File: src/design/touch_calibrate_and_average_defines.svh
// ----------------------------------------------------------------------------
// Assertion macros for the touch calibration block
// Concurrent check wrappers that compile away in synthesis builds.
// ----------------------------------------------------------------------------
`ifndef TOUCH_CALIBRATE_AND_AVERAGE_DEFINES_SVH
`define TOUCH_CALIBRATE_AND_AVERAGE_DEFINES_SVH

`ifndef SYNTHESIS

// The property must hold at every clock edge outside reset.
`define TCA_ASSERT(label, clk, rst_n, prop) \
  label: assert property (@(posedge clk) disable iff (!rst_n) prop) \
    else $error("touch calibration check failed");

// The condition must never be true outside reset.
`define TCA_ASSERT_NEVER(label, clk, rst_n, cond) \
  label: assert property (@(posedge clk) disable iff (!rst_n) !(cond)) \
    else $error("touch calibration forbidden condition seen");

`else

`define TCA_ASSERT(label, clk, rst_n, prop)
`define TCA_ASSERT_NEVER(label, clk, rst_n, cond)

`endif

`endif

File: src/design/tca_pkg.sv
// ----------------------------------------------------------------------------
// Touch calibration package
// Widths, reset values, register indexes and shared types.
// ----------------------------------------------------------------------------
package tca_pkg;

  // Coordinate and product widths.
  localparam int unsigned DATA_W = 12;
  localparam int unsigned PROD_W = 2 * DATA_W;
  localparam logic [DATA_W-1:0] MAX_COORD = '1;

  // Configuration port index width.
  localparam int unsigned CFG_IDX_W = 3;

  // Register reset values.
  localparam logic [DATA_W-1:0] RST_SCREEN_WIDTH  = 12'd320;
  localparam logic [DATA_W-1:0] RST_SCREEN_HEIGHT = 12'd240;
  localparam logic [1:0]        RST_ROTATION      = 2'd0;
  localparam logic [DATA_W-1:0] RST_RAW_LOW       = 12'd200;
  localparam logic [DATA_W-1:0] RST_RAW_HIGH      = 12'd3800;

  // Parameter defaults.
  localparam int unsigned WINDOW_DEF  = 4;
  localparam bit          SWAP_XY_DEF = 1'b0;

  // Configuration register indexes.
  typedef enum logic [CFG_IDX_W-1:0] {
    CFG_SCREEN_WIDTH  = 3'd0,
    CFG_SCREEN_HEIGHT = 3'd1,
    CFG_ROTATION      = 3'd2,
    CFG_RAW_X_LOW     = 3'd3,
    CFG_RAW_X_HIGH    = 3'd4,
    CFG_RAW_Y_LOW     = 3'd5,
    CFG_RAW_Y_HIGH    = 3'd6
  } cfg_idx_e;

  // Status of a multi-cycle unit.
  typedef struct packed {
    logic busy;
    logic done;
  } unit_stat_t;

endpackage

File: src/design/touch_calibrate_and_average.sv
// ----------------------------------------------------------------------------
// Touch calibration and averaging
// Maps raw touch converter samples to screen coordinates and smooths them.
// ----------------------------------------------------------------------------
// Usage: one raw sample pair enters on the input channel when in_valid_i is
// high and in_stall_o is low. Two calibration lanes, one per axis, remove the
// offset and scale by screen size over the raw span with a serial divider of
// 24 steps each; the averaging stage then adds the pair to a moving window
// and divides the running sums by the fill count in a second pair of serial
// dividers of 12 + $clog2(WINDOW+1) steps.
// A result follows its item through the lane product register, the lane
// dividers, the window and sum update and the averaging dividers into the
// output register. One item is processed at a time, so a new item is not
// accepted until the previous result has left the datapath.
// The result waits in an output register while out_stall_i is high; the next
// item is taken as soon as the previous result leaves the datapath, and a
// finished result that cannot be stored holds the datapath until it can.
// Reset loads the default calibration registers and empties the window.
// Configuration writes are always ready and should only be issued while no
// item is in flight.
// ----------------------------------------------------------------------------
`include "touch_calibrate_and_average_defines.svh"

module touch_calibrate_and_average #(
  parameter int unsigned WINDOW  = tca_pkg::WINDOW_DEF,
  parameter bit          SWAP_XY = tca_pkg::SWAP_XY_DEF
) (
  input  logic                          clk_i,
  input  logic                          rst_ni,
  // Input channel
  input  logic                          in_valid_i,
  output logic                          in_stall_o,
  input  logic [tca_pkg::DATA_W-1:0]    raw_x_i,
  input  logic [tca_pkg::DATA_W-1:0]    raw_y_i,
  // Output channel
  output logic                          out_valid_o,
  input  logic                          out_stall_i,
  output logic [tca_pkg::DATA_W-1:0]    pos_x_o,
  output logic [tca_pkg::DATA_W-1:0]    pos_y_o,
  // Configuration write channel
  input  logic                          cfg_valid_i,
  output logic                          cfg_ready_o,
  input  logic [tca_pkg::CFG_IDX_W-1:0] cfg_index_i,
  input  logic [tca_pkg::DATA_W-1:0]    cfg_data_i
);

  localparam int unsigned DW = tca_pkg::DATA_W;

  typedef enum logic [3:0] {
    S_IDLE = 4'b0001,
    S_CAL  = 4'b0010,
    S_AVG  = 4'b0100,
    S_HOLD = 4'b1000
  } state_e;

  state_e              state_q, state_d;
  logic [DW-1:0]       screen_width_q, screen_height_q;
  logic [1:0]          rotation_q;
  logic [DW-1:0]       raw_x_low_q, raw_x_high_q, raw_y_low_q, raw_y_high_q;
  logic                in_accept;
  logic                cfg_write;
  logic [DW-1:0]       raw_a, raw_b;
  logic                mirror;
  logic [DW-1:0]       size_x, size_y;
  tca_pkg::unit_stat_t lane_x_stat, lane_y_stat, avg_stat;
  logic [DW-1:0]       cal_x, cal_y;
  logic [DW-1:0]       mean_x, mean_y;
  logic                out_free;
  logic                out_load;
  logic                out_valid_q, out_valid_d;
  logic [DW-1:0]       pos_x_q, pos_y_q;

  // Handshakes.
  assign cfg_ready_o = 1'b1;
  assign cfg_write   = cfg_valid_i & cfg_ready_o;
  assign in_stall_o  = state_q != S_IDLE;
  assign in_accept   = in_valid_i & ~in_stall_o;

  // Configuration registers.
  always_ff @(posedge clk_i or negedge rst_ni) begin
    if (!rst_ni) begin
      screen_width_q  <= tca_pkg::RST_SCREEN_WIDTH;
      screen_height_q <= tca_pkg::RST_SCREEN_HEIGHT;
      rotation_q      <= tca_pkg::RST_ROTATION;
      raw_x_low_q     <= tca_pkg::RST_RAW_LOW;
      raw_x_high_q    <= tca_pkg::RST_RAW_HIGH;
      raw_y_low_q     <= tca_pkg::RST_RAW_LOW;
      raw_y_high_q    <= tca_pkg::RST_RAW_HIGH;
    end else if (cfg_write) begin
      unique case (cfg_index_i)
        tca_pkg::CFG_SCREEN_WIDTH:  screen_width_q  <= cfg_data_i;
        tca_pkg::CFG_SCREEN_HEIGHT: screen_height_q <= cfg_data_i;
        tca_pkg::CFG_ROTATION:      rotation_q      <= cfg_data_i[1:0];
        tca_pkg::CFG_RAW_X_LOW:     raw_x_low_q     <= cfg_data_i;
        tca_pkg::CFG_RAW_X_HIGH:    raw_x_high_q    <= cfg_data_i;
        tca_pkg::CFG_RAW_Y_LOW:     raw_y_low_q     <= cfg_data_i;
        tca_pkg::CFG_RAW_Y_HIGH:    raw_y_high_q    <= cfg_data_i;
        default: ;
      endcase
    end
  end

  // Optional axis exchange and rotation-dependent scale sizes.
  assign raw_a  = SWAP_XY ? raw_y_i : raw_x_i;
  assign raw_b  = SWAP_XY ? raw_x_i : raw_y_i;
  assign mirror = ~rotation_q[0];
  assign size_x = rotation_q[0] ? screen_height_q : screen_width_q;
  assign size_y = rotation_q[0] ? screen_width_q : screen_height_q;

  // One calibration lane per axis.
  tca_lane u_lane_x (
    .clk_i    (clk_i),
    .rst_ni   (rst_ni),
    .start_i  (in_accept),
    .raw_i    (raw_a),
    .low_i    (raw_x_low_q),
    .high_i   (raw_x_high_q),
    .size_i   (size_x),
    .mirror_i (mirror),
    .stat_o   (lane_x_stat),
    .cal_o    (cal_x)
  );

  tca_lane u_lane_y (
    .clk_i    (clk_i),
    .rst_ni   (rst_ni),
    .start_i  (in_accept),
    .raw_i    (raw_b),
    .low_i    (raw_y_low_q),
    .high_i   (raw_y_high_q),
    .size_i   (size_y),
    .mirror_i (mirror),
    .stat_o   (lane_y_stat),
    .cal_o    (cal_y)
  );

  // Both lanes finish together and feed the averaging stage.
  tca_avg #(
    .WINDOW (WINDOW)
  ) u_avg (
    .clk_i   (clk_i),
    .rst_ni  (rst_ni),
    .upd_i   (lane_x_stat.done & lane_y_stat.done),
    .cal_x_i (cal_x),
    .cal_y_i (cal_y),
    .stat_o  (avg_stat),
    .pos_x_o (mean_x),
    .pos_y_o (mean_y)
  );

  // Output register is free when empty or being taken this cycle.
  assign out_free = ~out_valid_q | ~out_stall_i;

  // Sequencer for one item at a time.
  always_comb begin
    state_d  = state_q;
    out_load = 1'b0;
    unique case (state_q)
      S_IDLE: begin
        if (in_accept) begin
          state_d = S_CAL;
        end
      end
      S_CAL: begin
        if (lane_x_stat.done) begin
          state_d = S_AVG;
        end
      end
      S_AVG: begin
        if (avg_stat.done) begin
          if (out_free) begin
            out_load = 1'b1;
            state_d  = S_IDLE;
          end else begin
            state_d = S_HOLD;
          end
        end
      end
      S_HOLD: begin
        if (out_free) begin
          out_load = 1'b1;
          state_d  = S_IDLE;
        end
      end
      default: state_d = S_IDLE;
    endcase
  end

  always_comb begin
    out_valid_d = out_valid_q;
    if (out_load) begin
      out_valid_d = 1'b1;
    end else if (out_valid_q && !out_stall_i) begin
      out_valid_d = 1'b0;
    end
  end

  always_ff @(posedge clk_i or negedge rst_ni) begin
    if (!rst_ni) begin
      state_q     <= S_IDLE;
      out_valid_q <= 1'b0;
    end else begin
      state_q     <= state_d;
      out_valid_q <= out_valid_d;
    end
  end

  // Result register.
  always_ff @(posedge clk_i) begin
    if (out_load) begin
      pos_x_q <= mean_x;
      pos_y_q <= mean_y;
    end
  end

  assign out_valid_o = out_valid_q;
  assign pos_x_o     = pos_x_q;
  assign pos_y_o     = pos_y_q;

  // The two lanes run in lockstep.
  `TCA_ASSERT_NEVER(a_lanes_lockstep, clk_i, rst_ni, lane_x_stat.done != lane_y_stat.done)
  // No unit is working while the block waits for an item.
  `TCA_ASSERT(a_idle_quiet, clk_i, rst_ni,
              state_q == S_IDLE |-> !lane_x_stat.busy && !lane_y_stat.busy && !avg_stat.busy)
  // The averaging result only appears while the sequencer waits for it.
  `TCA_ASSERT(a_avg_done_in_avg, clk_i, rst_ni, avg_stat.done |-> state_q == S_AVG)
  // A new result is loaded only from the averaging or hold states.
  `TCA_ASSERT(a_out_source, clk_i, rst_ni,
              $rose(out_valid_q) |-> $past(state_q == S_AVG || state_q == S_HOLD))

endmodule

File: src/design/tca_div.sv
// ----------------------------------------------------------------------------
// Serial divider
// Restoring unsigned division, one quotient bit per cycle.
// ----------------------------------------------------------------------------
module tca_div #(
  parameter int unsigned N = tca_pkg::PROD_W,
  parameter int unsigned M = tca_pkg::DATA_W
) (
  input  logic                clk_i,
  input  logic                rst_ni,
  input  logic                start_i,
  input  logic [N-1:0]        dividend_i,
  input  logic [M-1:0]        divisor_i,
  output tca_pkg::unit_stat_t stat_o,
  output logic [N-1:0]        quotient_o
);

  localparam int unsigned CNT_W = $clog2(N + 1);

  logic [N-1:0]     dq_q, dq_d;
  logic [M-1:0]     rem_q, rem_d;
  logic [M-1:0]     divisor_q;
  logic [CNT_W-1:0] cnt_q, cnt_d;
  logic             busy_q, busy_d;
  logic             done_q, done_d;
  logic [M:0]       trial;
  logic [M:0]       diff;
  logic             ge;

  // One restoring step: bring down the next dividend bit and try a subtract.
  assign trial = {rem_q, dq_q[N-1]};
  assign ge    = trial >= {1'b0, divisor_q};
  assign diff  = trial - {1'b0, divisor_q};

  always_comb begin
    dq_d   = dq_q;
    rem_d  = rem_q;
    cnt_d  = cnt_q;
    busy_d = busy_q;
    done_d = 1'b0;
    if (start_i) begin
      dq_d   = dividend_i;
      rem_d  = '0;
      cnt_d  = CNT_W'(N);
      busy_d = 1'b1;
    end else if (busy_q) begin
      dq_d  = {dq_q[N-2:0], ge};
      rem_d = ge ? diff[M-1:0] : trial[M-1:0];
      cnt_d = cnt_q - CNT_W'(1);
      if (cnt_q == CNT_W'(1)) begin
        busy_d = 1'b0;
        done_d = 1'b1;
      end
    end
  end

  // Control state.
  always_ff @(posedge clk_i or negedge rst_ni) begin
    if (!rst_ni) begin
      cnt_q  <= '0;
      busy_q <= 1'b0;
      done_q <= 1'b0;
    end else begin
      cnt_q  <= cnt_d;
      busy_q <= busy_d;
      done_q <= done_d;
    end
  end

  // Datapath registers.
  always_ff @(posedge clk_i) begin
    dq_q  <= dq_d;
    rem_q <= rem_d;
    if (start_i) begin
      divisor_q <= divisor_i;
    end
  end

  assign stat_o.busy = busy_q;
  assign stat_o.done = done_q;
  assign quotient_o  = dq_q;

endmodule

File: src/design/tca_lane.sv
// ----------------------------------------------------------------------------
// Calibration lane
// Offset, scale by size over span, saturate and mirror one axis.
// ----------------------------------------------------------------------------
module tca_lane (
  input  logic                         clk_i,
  input  logic                         rst_ni,
  input  logic                         start_i,
  input  logic [tca_pkg::DATA_W-1:0]   raw_i,
  input  logic [tca_pkg::DATA_W-1:0]   low_i,
  input  logic [tca_pkg::DATA_W-1:0]   high_i,
  input  logic [tca_pkg::DATA_W-1:0]   size_i,
  input  logic                         mirror_i,
  output tca_pkg::unit_stat_t          stat_o,
  output logic [tca_pkg::DATA_W-1:0]   cal_o
);

  localparam int unsigned DW = tca_pkg::DATA_W;
  localparam int unsigned PW = tca_pkg::PROD_W;

  logic [DW-1:0]       offs;
  logic [PW-1:0]       prod_q;
  logic [DW-1:0]       span_q;
  logic [DW-1:0]       size_q;
  logic                zero_q;
  logic                mirror_q;
  logic                go_q;
  logic                done_q;
  logic [DW-1:0]       cal_q;
  logic [PW-1:0]       quo;
  logic [DW-1:0]       scaled;
  logic [DW-1:0]       result;
  tca_pkg::unit_stat_t div_stat;

  // Offset removal, saturating at zero.
  assign offs = (raw_i > low_i) ? (raw_i - low_i) : '0;

  // Capture the product and the span when the item arrives.
  always_ff @(posedge clk_i) begin
    if (start_i) begin
      prod_q   <= PW'(offs) * PW'(size_i);
      span_q   <= high_i - low_i;
      zero_q   <= high_i <= low_i;
      size_q   <= size_i;
      mirror_q <= mirror_i;
    end
  end

  // The divider starts in the cycle after the product is registered.
  always_ff @(posedge clk_i or negedge rst_ni) begin
    if (!rst_ni) begin
      go_q   <= 1'b0;
      done_q <= 1'b0;
    end else begin
      go_q   <= start_i;
      done_q <= div_stat.done;
    end
  end

  tca_div #(
    .N (PW),
    .M (DW)
  ) u_div (
    .clk_i      (clk_i),
    .rst_ni     (rst_ni),
    .start_i    (go_q),
    .dividend_i (prod_q),
    .divisor_i  (span_q),
    .stat_o     (div_stat),
    .quotient_o (quo)
  );

  // Saturate the quotient, force zero for an empty span, then mirror.
  always_comb begin
    if (zero_q) begin
      scaled = '0;
    end else if (quo > PW'(tca_pkg::MAX_COORD)) begin
      scaled = tca_pkg::MAX_COORD;
    end else begin
      scaled = quo[DW-1:0];
    end
    if (mirror_q) begin
      result = (size_q > scaled) ? (size_q - scaled) : '0;
    end else begin
      result = scaled;
    end
  end

  always_ff @(posedge clk_i) begin
    if (div_stat.done) begin
      cal_q <= result;
    end
  end

  assign stat_o.busy = go_q | div_stat.busy;
  assign stat_o.done = done_q;
  assign cal_o       = cal_q;

endmodule

File: src/design/tca_avg.sv
// ----------------------------------------------------------------------------
// Averaging stage
// Merges both lanes into a moving-average window and divides by its fill.
// ----------------------------------------------------------------------------
module tca_avg #(
  parameter int unsigned WINDOW = tca_pkg::WINDOW_DEF
) (
  input  logic                       clk_i,
  input  logic                       rst_ni,
  input  logic                       upd_i,
  input  logic [tca_pkg::DATA_W-1:0] cal_x_i,
  input  logic [tca_pkg::DATA_W-1:0] cal_y_i,
  output tca_pkg::unit_stat_t        stat_o,
  output logic [tca_pkg::DATA_W-1:0] pos_x_o,
  output logic [tca_pkg::DATA_W-1:0] pos_y_o
);

  localparam int unsigned DW    = tca_pkg::DATA_W;
  localparam int unsigned CNT_W = $clog2(WINDOW + 1);
  localparam int unsigned SUM_W = DW + CNT_W;

  logic [DW-1:0]       win_x_q [WINDOW];
  logic [DW-1:0]       win_y_q [WINDOW];
  logic [CNT_W-1:0]    fill_q;
  logic [SUM_W-1:0]    sum_x_q, sum_y_q;
  logic [SUM_W-1:0]    drop_x, drop_y;
  logic                full;
  logic                go_q;
  logic [SUM_W-1:0]    quo_x, quo_y;
  tca_pkg::unit_stat_t div_x_stat, div_y_stat;

  // The oldest entry leaves the running sum once the window is full.
  assign full   = fill_q == CNT_W'(WINDOW);
  assign drop_x = full ? SUM_W'(win_x_q[WINDOW-1]) : '0;
  assign drop_y = full ? SUM_W'(win_y_q[WINDOW-1]) : '0;

  // Window shift line, newest entry first.
  always_ff @(posedge clk_i) begin
    if (upd_i) begin
      for (int i = WINDOW - 1; i > 0; i--) begin
        win_x_q[i] <= win_x_q[i-1];
        win_y_q[i] <= win_y_q[i-1];
      end
      win_x_q[0] <= cal_x_i;
      win_y_q[0] <= cal_y_i;
    end
  end

  // Fill count and running sums.
  always_ff @(posedge clk_i or negedge rst_ni) begin
    if (!rst_ni) begin
      fill_q  <= '0;
      sum_x_q <= '0;
      sum_y_q <= '0;
      go_q    <= 1'b0;
    end else begin
      go_q <= upd_i;
      if (upd_i) begin
        sum_x_q <= sum_x_q + SUM_W'(cal_x_i) - drop_x;
        sum_y_q <= sum_y_q + SUM_W'(cal_y_i) - drop_y;
        if (!full) begin
          fill_q <= fill_q + CNT_W'(1);
        end
      end
    end
  end

  // Mean of each axis over the filled entries.
  tca_div #(
    .N (SUM_W),
    .M (CNT_W)
  ) u_div_x (
    .clk_i      (clk_i),
    .rst_ni     (rst_ni),
    .start_i    (go_q),
    .dividend_i (sum_x_q),
    .divisor_i  (fill_q),
    .stat_o     (div_x_stat),
    .quotient_o (quo_x)
  );

  tca_div #(
    .N (SUM_W),
    .M (CNT_W)
  ) u_div_y (
    .clk_i      (clk_i),
    .rst_ni     (rst_ni),
    .start_i    (go_q),
    .dividend_i (sum_y_q),
    .divisor_i  (fill_q),
    .stat_o     (div_y_stat),
    .quotient_o (quo_y)
  );

  assign stat_o.busy = go_q | div_x_stat.busy | div_y_stat.busy;
  assign stat_o.done = div_x_stat.done & div_y_stat.done;
  assign pos_x_o     = quo_x[DW-1:0];
  assign pos_y_o     = quo_y[DW-1:0];

endmodule

File: config.mk
export PLATFORM = sky130hd
export DESIGN_NAME = touch_calibrate_and_average
export DESIGN_NICKNAME = d
export VERILOG_FILES = /design/src/design/tca_pkg.sv /design/src/design/touch_calibrate_and_average.sv /design/src/design/tca_div.sv /design/src/design/tca_lane.sv /design/src/design/tca_avg.sv
export VERILOG_INCLUDE_DIRS = /design/src /design/src/design
export SDC_FILE = /design/constraint.sdc
export NUM_CORES = 2
export LEC_CHECK = 0
export BUFFER_PORTS_ARGS = -buffer_cell sky130_fd_sc_hd__buf_2
export CAP_MARGIN = 25
export CORE_ASPECT_RATIO = 1.4
export CORE_MARGIN = 2
export CORE_UTILIZATION = 60
export DETAILED_ROUTE_END_ITERATION = 8
export GPL_ROUTABILITY_DRIVEN = 0
export PLACE_DENSITY = 0.87
export SLEW_MARGIN = 20
export SYNTH_ARGS = -nofsm -noshare
export SYNTH_HDL_FRONTEND = slang
export SYNTH_SLANG_ARGS = --single-unit
File: constraint.sdc
create_clock -name clk_i -period 16.72 [get_ports clk_i]
set_clock_uncertainty 0.05 [all_clocks]
set_input_delay 0.836 -clock clk_i [delete_from_list [all_inputs] [get_ports clk_i]]
set_output_delay 0.836 -clock clk_i [all_outputs]
set_load 0.01 [all_outputs]
After elaboration in Yosys (flattened, before gate mapping)

Memories as Yosys holds them, arrays and structs flattened.
Index checks and enable logic that the tools add are counted.

$add $sub $neg: 19
Multiply operators: 2
Divide/modulo/power cells: 0
Magnitude comparators: 12
Eq/ne operators: 20
Shift-type cells: 0
Mux-type cells: 71
Bitwise gates (word level): 9
Reduce and logical (&&, ||, !) cells: 17

Operator list:

| cell                 | number |
|---|---|
| $mux 12              | 16 |
| $mux 24              | 4 |
| $sub 12x12->12       | 8 |
| $mux 15              | 4 |
| $gt 12x12->1         | 4 |
| $gt 24x12->1 const B | 2 |
| $mul 12x12->24       | 2 |
| $mux 4               | 9 |
| $add 15x12->15       | 2 |
| $mux 1               | 30 |
| $sub 15x15->15       | 2 |
| $ge 13x12->1         | 2 |
| $le 12x12->1         | 2 |
| $mux 5               | 4 |
| $pmux 4 s4           | 1 |
| $reduce_and 2->1     | 8 |
| $eq 3x3->1 const B   | 4 |
| $eq 4x1->1 const B   | 3 |
| $eq 5x1->1 const B   | 2 |
| $reduce_bool 2->1    | 5 |
| $sub 5x1->5 const B  | 2 |
| $ge 4x3->1           | 2 |
| $sub 4x1->4 const B  | 2 |
| $eq 3x2->1 const B   | 2 |
| other kinds (18)     | 28 |

Register bits after elaboration: 423
Latch bits: 0
Memory bits (writable): 96
Bits in read-only memories: 0
Input port bits: 44
Output and inout bits: 27
Word-level logic and storage cells: 204
Memories: 2

Memory list:

| name          | depth | bits a word | rd ports | clocked after Yosys merged registers in | write ports | line          | source |
|---|---|---|---|---|---|---|---|
| u_avg.win_x_q | 4     | 12          | 4        | 0                                       | 4           | tca_avg.sv:22 | `logic [DW-1:0] win_x_q [WINDOW];` |
| u_avg.win_y_q | 4     | 12          | 4        | 0                                       | 4           | tca_avg.sv:23 | `logic [DW-1:0] win_y_q [WINDOW];` |

Logic depth before layout (Yosys ltp)

Depth in word-level cells: 6
Mapped depth: 33
Depth with buffers taken out: 31

By module

A second synthesis with hierarchy kept.

Cells, all modules: 3364
Area total of the unflattened synthesis: 36876.6 um^2

By module, submodules not included:

| module                       | times used | cells each | area each (um^2) | sequential area each (um^2) |
|---|---|---|---|---|
| tca_lane (u_lane_x)          | 1          | 929        | 8972.4           | 1911.8 |
| tca_lane (u_lane_y)          | 1          | 951        | 8921.1           | 1911.8 |
| tca_avg                      | 1          | 530        | 6480.0           | 3733.6 |
| tca_div (u_lane_x.u_div ...) | 2          | 253        | 2895.3           | 1496.4 |
| touch_calibrate_and_average  | 1          | 248        | 4105.2           | 2706.3 |
| tca_div (u_avg.u_div_x ...)  | 2          | 100        | 1303.8           | 750.7 |

Worst setup path before layout

Ideal clock, no wire load.

Kind: input port to flip-flop
Start: in raw_y_i[0] (netlist name)
End: reg u_lane_y.prod_q[23] (data pin)
Setup time: 260 ps
Arrival: 7395 ps
Setup slack: 9015 ps
Stages: 31
Cells stage by stage: inv_1 ha_1 inv_1 fa_1 a21o_1 a21o_1 nand2_1 a21oi_1 o41ai_2 o21bai_1 clkbuf_1 and2_1 clkbuf_1 nand2_1 fa_1 fa_1 fa_1 inv_1 fa_1 inv_1 fa_1 inv_1 ha_1 a2111oi_0 o21ai_1 a31o_1 nand4_1 a31oi_1 a311o_1 a21oi_1 xnor2_1

Word-level cells in the longest chain between the ends: 3
Elaborated cells on any way between the ends: 4
Classes of those cells: add/sub (1); mul (1); order compare (1); mux (1)

Ends and longest elaborated chain:

| item                                                  | line                              | source |
|---|---|---|
| start, declared                                       | touch_calibrate_and_average.sv:34 | `input logic [tca_pkg::DATA_W-1:0] raw_y_i,` |
| $sub 12x12->12 / $gt 12x12->1 (equally long branches) | tca_lane.sv:36                    | `assign offs = (raw_i > low_i) ? (raw_i - low_i) : '0;` |
| $mux 12 (*)                                           | tca_lane.sv:36                    |  |
| $mul 12x12->24 (*)                                    | tca_lane.sv:41                    | `prod_q <= PW'(offs) * PW'(size_i);` |
| end signal, assigned                                  | tca_lane.sv:41                    |  |
| end, declared                                         | tca_lane.sv:22                    | `logic [PW-1:0] prod_q;` |

Every way passes the cells marked *; elsewhere a longest branch is shown, timed or not.
A chain may end at the register's enable or synchronous reset.

Worst setup path after layout

Start: reg raw_y_low_q[7]
End: reg u_lane_y.prod_q[23] (data pin)

Word-level cells in the longest chain between the ends: 3
Elaborated cells on any way between the ends: 4
Classes of those cells: add/sub (1); mul (1); order compare (1); mux (1)

Ends and longest elaborated chain:

| item                                                  | line                              | source |
|---|---|---|
| start, declared                                       | touch_calibrate_and_average.sv:59 | `logic [DW-1:0] raw_x_low_q, raw_x_high_q, raw_y_low_q, raw_y_high_q;` |
| start signal, assigned                                | touch_calibrate_and_average.sv:87 | `raw_y_low_q <= tca_pkg::RST_RAW_LOW;` |
| start signal, assigned                                | touch_calibrate_and_average.sv:96 | `tca_pkg::CFG_RAW_Y_LOW: raw_y_low_q <= cfg_data_i;` |
| $sub 12x12->12 / $gt 12x12->1 (equally long branches) | tca_lane.sv:36                    |  |
| $mux 12 (*)                                           | tca_lane.sv:36                    |  |
| $mul 12x12->24 (*)                                    | tca_lane.sv:41                    |  |

Marked as above.

==> results_dict.tcl <==
set metrics [dict create \
    cts_setup_buffers 0 \
    syn-num-nets 3779 \
    synth.distinct_cells 81 \
    numCtsBuffers 48 \
    vias 23800 \
    final_cell_mix "inv_1, edfxtp_1, nand2_1" \
    finalSetupViolations 0 \
    die_area_sq_mm 0.0603 \
    slowest_delay_ns 0.83 \
    power.share.switching_pct 43.1 \
    syn_to_final_growth_pct 7.65 \
    ys_ff_latch 519 \
    fin_nets 3839 \
    powerDensity_mw_per_mm2 198 \
    first_pass_iters 7 \
    slew_headroom_pct 34.7 \
    cts_tree "built" \
    drc 0 \
    syn_inst 3235 \
    hold_violations 0 \
    synth-edff-count 348 \
    antenna_found_initial 0 \
    yosysSeqAreaShare_pct 41.7 \
    status "finished, final reports clean" \
    yosys_warnings 0 \
    synth_area_sq_mm 0.0350 \
    power_frac_seq_pct 27.5 \
    clk_latency_ns 0.61 \
    ir_drop_mv 0.239 \
    crit_type "reg2reg" \
    path_cells "inv_1, ha_1, nand2_1, or3_1, nor4_4, nor2_1, nand2_1, fa_1, fa_1, fa_1, inv_1, fa_1, inv_1, fa_1, inv_1, ha_1, a2111oi_0, o21ai_1, a31o_1, nand4_1, a31oi_1, a311o_1, a21oi_1, xnor2_1" \
    end_kind "flop" \
    portBuffers 69 \
    arrival_ns 8.26 \
    fin_crit_sh_pct 47.7 \
    grt_start_max_net_pins 77 \
    ios 71 \
    worst_pin_slew_ns 0.979 \
    grt_pass1_wl_mm 120 \
    cp_max_fo 19 \
    start_kind "flop" \
    insertedDiodeCount 0 \
    start_util_pct 60.8 \
    intPower_mw 4.25 \
    p_comb_share_pct 58.4 \
    drive_above_1_share_pct 10.8 \
    tns_ns 0 \
    rsz0062_at_grt "no" \
    grtUsageTotal_pct 24.6 \
    cts_max_path_buffers 3 \
    maxCapViolCount 0 \
    first_global_vias 24600 \
    final_antenna_net_count 0 \
    max_freq_mhz 125 \
    grt_overflow 0 \
    row_count 104 \
    cp_slowest_cell "nor4_4" \
    synthFlopType "edfxtp_1" \
    syn_avg_cell_area_sq_um 10.8 \
    htreeDepth 2 \
    vias_per_cell 5.83 \
    fp.dieW_um 208 \
    die_y_um 290 \
    dp_hpwl_mm 55.1 \
    drt_wl_total_mm 73.1 \
    clkTransAtPathRegs_ns 0.06 \
    wl_per_cell_um 17.9 \
    pwr-share-clk_pct 14.1 \
    cts_hold_buf 0 \
    p_total_mw 7.46 \
    cpMostUsedCell "fa_1" \
    drtIter0Drc 1612 \
    period_needed_ns 7.97 \
    required_ns 17.01 \
    synth_async_sr_flop_share_pct 27.2 \
    final_common_cell "inv_1" \
    power_switching_mw 3.21 \
    cts.repair.resized 0 \
    leakagePower_nw 17.0 \
    clock_sinks 519 \
    finalMaxSlewViolations 0 \
    cts-root-buf "clkbuf_16" \
    hold_class "in2async" \
    core_area_sq_mm 0.0576 \
    fill_cells 4132 \
]
-- sequential cells by signal (all words and copies together), names as in the netlist, 15 cells and up --
| name | flops |
|---|---|
| u_avg.u_div_x.quotient_o | 15 |
| u_avg.win_x_q | 48 |
| u_avg.win_y_q | 48 |
| u_lane_y.prod_q | 24 |
| u_lane_y.u_div.quotient_o | 24 |
| u_avg.sum_y_q | 15 |
| u_lane_x.u_div.quotient_o | 24 |
| u_lane_x.prod_q | 24 |
| u_avg.sum_x_q | 15 |
| u_avg.u_div_y.quotient_o | 15 |
-- power by group through the flow --
stage | logic [mW] | clock network, mW | registers (mW)
6_report | 4.36 | 1.05 | 2.05
5_1_grt | 4.94 | 1.11 | 2.08
2_1_floorplan | 3.39 | 0 | 1.99
3_3_place_gp | 4.06 | 0 | 2.05
4_1_cts | 4.32 | 1.07 | 2.05
3_5_place_dp | 4.26 | 0 | 2.07
-- cell families (layout without fill, tap and decap cells) --
| group | Yosys count | after routing | share of synthesized area, % |
|---|---|---|---|
| buffers and inverters | 574 | 672 | 6.18 |
| multiplexers | 186 | 186 | 5.84 |
| flip-flops | 519 | 519 | 41.7 |
| other | 1 | 1 | 0.0107 |
| AO/OA/AOI/OAI | 491 | 491 | 9.02 |
| adder cells (fa/ha/maj) | 500 | 500 | 22.9 |
| XOR/XNOR | 137 | 137 | 3.43 |
| AND/OR/NAND/NOR | 827 | 827 | 10.9 |
-- synth_stat cells (10+ instances only) --
library cell,number,area [sq um]
ha_1,266,3330
and3_1,48,300
a21oi_1,119,596
a21o_1,62,465
a211oi_1,28,210
inv_1,491,1840
o22ai_1,22,138
dfstp_2,27,709
mux2i_1,39,390
and2_1,17,106
dfxtp_1,30,601
nand2b_1,48,300
mux2_2,147,1660
dfrtp_1,114,2850
o31ai_1,10,75.1
o21a_1,22,165
buf_1,14,52.6
o21bai_1,35,263
nand4_1,18,113
nand2_1,285,1070
edfxtp_1,348,10500
xnor2_1,90,788
nor4_1,16,100
nor3_1,44,220
nor2_1,243,912
or3_1,11,68.8
nor2b_1,28,175
xor2_1,47,412
nand3_1,40,200
a31oi_1,13,81.3
clkbuf_1,61,229
o21ai_0,102,510
fa_1,234,4680
-- per-layer routing --
layer / vias up / track usage (%) / routed length (um)
met2: 866 / 43.3 / 36800
met3: 283 / 3.55 / 4210
met5: - / 0 / 0
li1: 11100 / - / -
met1: 11500 / 29.7 / 28200
met4: 0 / 11.7 / 3900
-- cell type report --
type,count,area [sq um],area share (%)
Clock inverter,17,115,0.305
Inverter,492,1850,4.91
Clock buffer,71,1380,3.66
Tap cell,742,928,2.46
Multi-Input combinational cell,2142,18300,48.5
Timing Repair Buffer,92,546,1.45
Sequential cell,519,14600,38.8
-- critical path, delay by kind of cell, from the launching register on --
family | cells | cell delay, ns
compound gates | 6 | 1.60
xor+xnor | 1 | 0.08
fa+ha+maj | 7 | 3.23
buf+inv | 4 | 0.21
flops | 1 | 0.53
simple gates | 6 | 2.01
-- per-stage QoR --
| step | std cells | hold slack (ns) | setup slack, ns | util, % | instance area, sq um |
|---|---|---|---|---|---|
| global route | 4075 | 0.225 | 8.31 | 65.4 | 37700 |
| finish | 4075 | 0.190 | 8.75 | 65.4 | 37700 |
| detailed placement | 3984 | 0.355 | 8.45 | 62.7 | 36200 |
| floorplan | 3235 | 0.350 | 9.01 | - | 35000 |
| global placement | 3984 | 0.350 | 8.63 | 62.7 | 36200 |
| CTS | 4072 | 0.208 | 8.85 | 65.3 | 37700 |
-- final timing paths --
kind	to	cells after the start	slack (ns)	startpoint
worst max-delay path	u_lane_y.prod_q[23]$_DFFE_PP_	24	8.75	raw_y_low_q[7]$_DFFE_PN1P_
worst min-delay path	u_avg.sum_y_q[11]$_DFFE_PN0P_	1	0.19	rst_ni
worst max register to register	u_lane_y.prod_q[23]$_DFFE_PP_	24	8.75	raw_y_low_q[7]$_DFFE_PN1P_
worst min register to register	u_avg.win_x_q[2][10]$_DFFE_PP_	0	0.36	u_avg.win_x_q[1][10]$_DFFE_PP_
max in group asynchronous	raw_y_high_q[3]$_DFFE_PN1P_	3	15.28	rst_ni
min in group clk_i	u_avg.win_x_q[2][10]$_DFFE_PP_	0	0.36	u_avg.win_x_q[1][10]$_DFFE_PP_
Note: power is estimated with default switching activity, not from simulation.
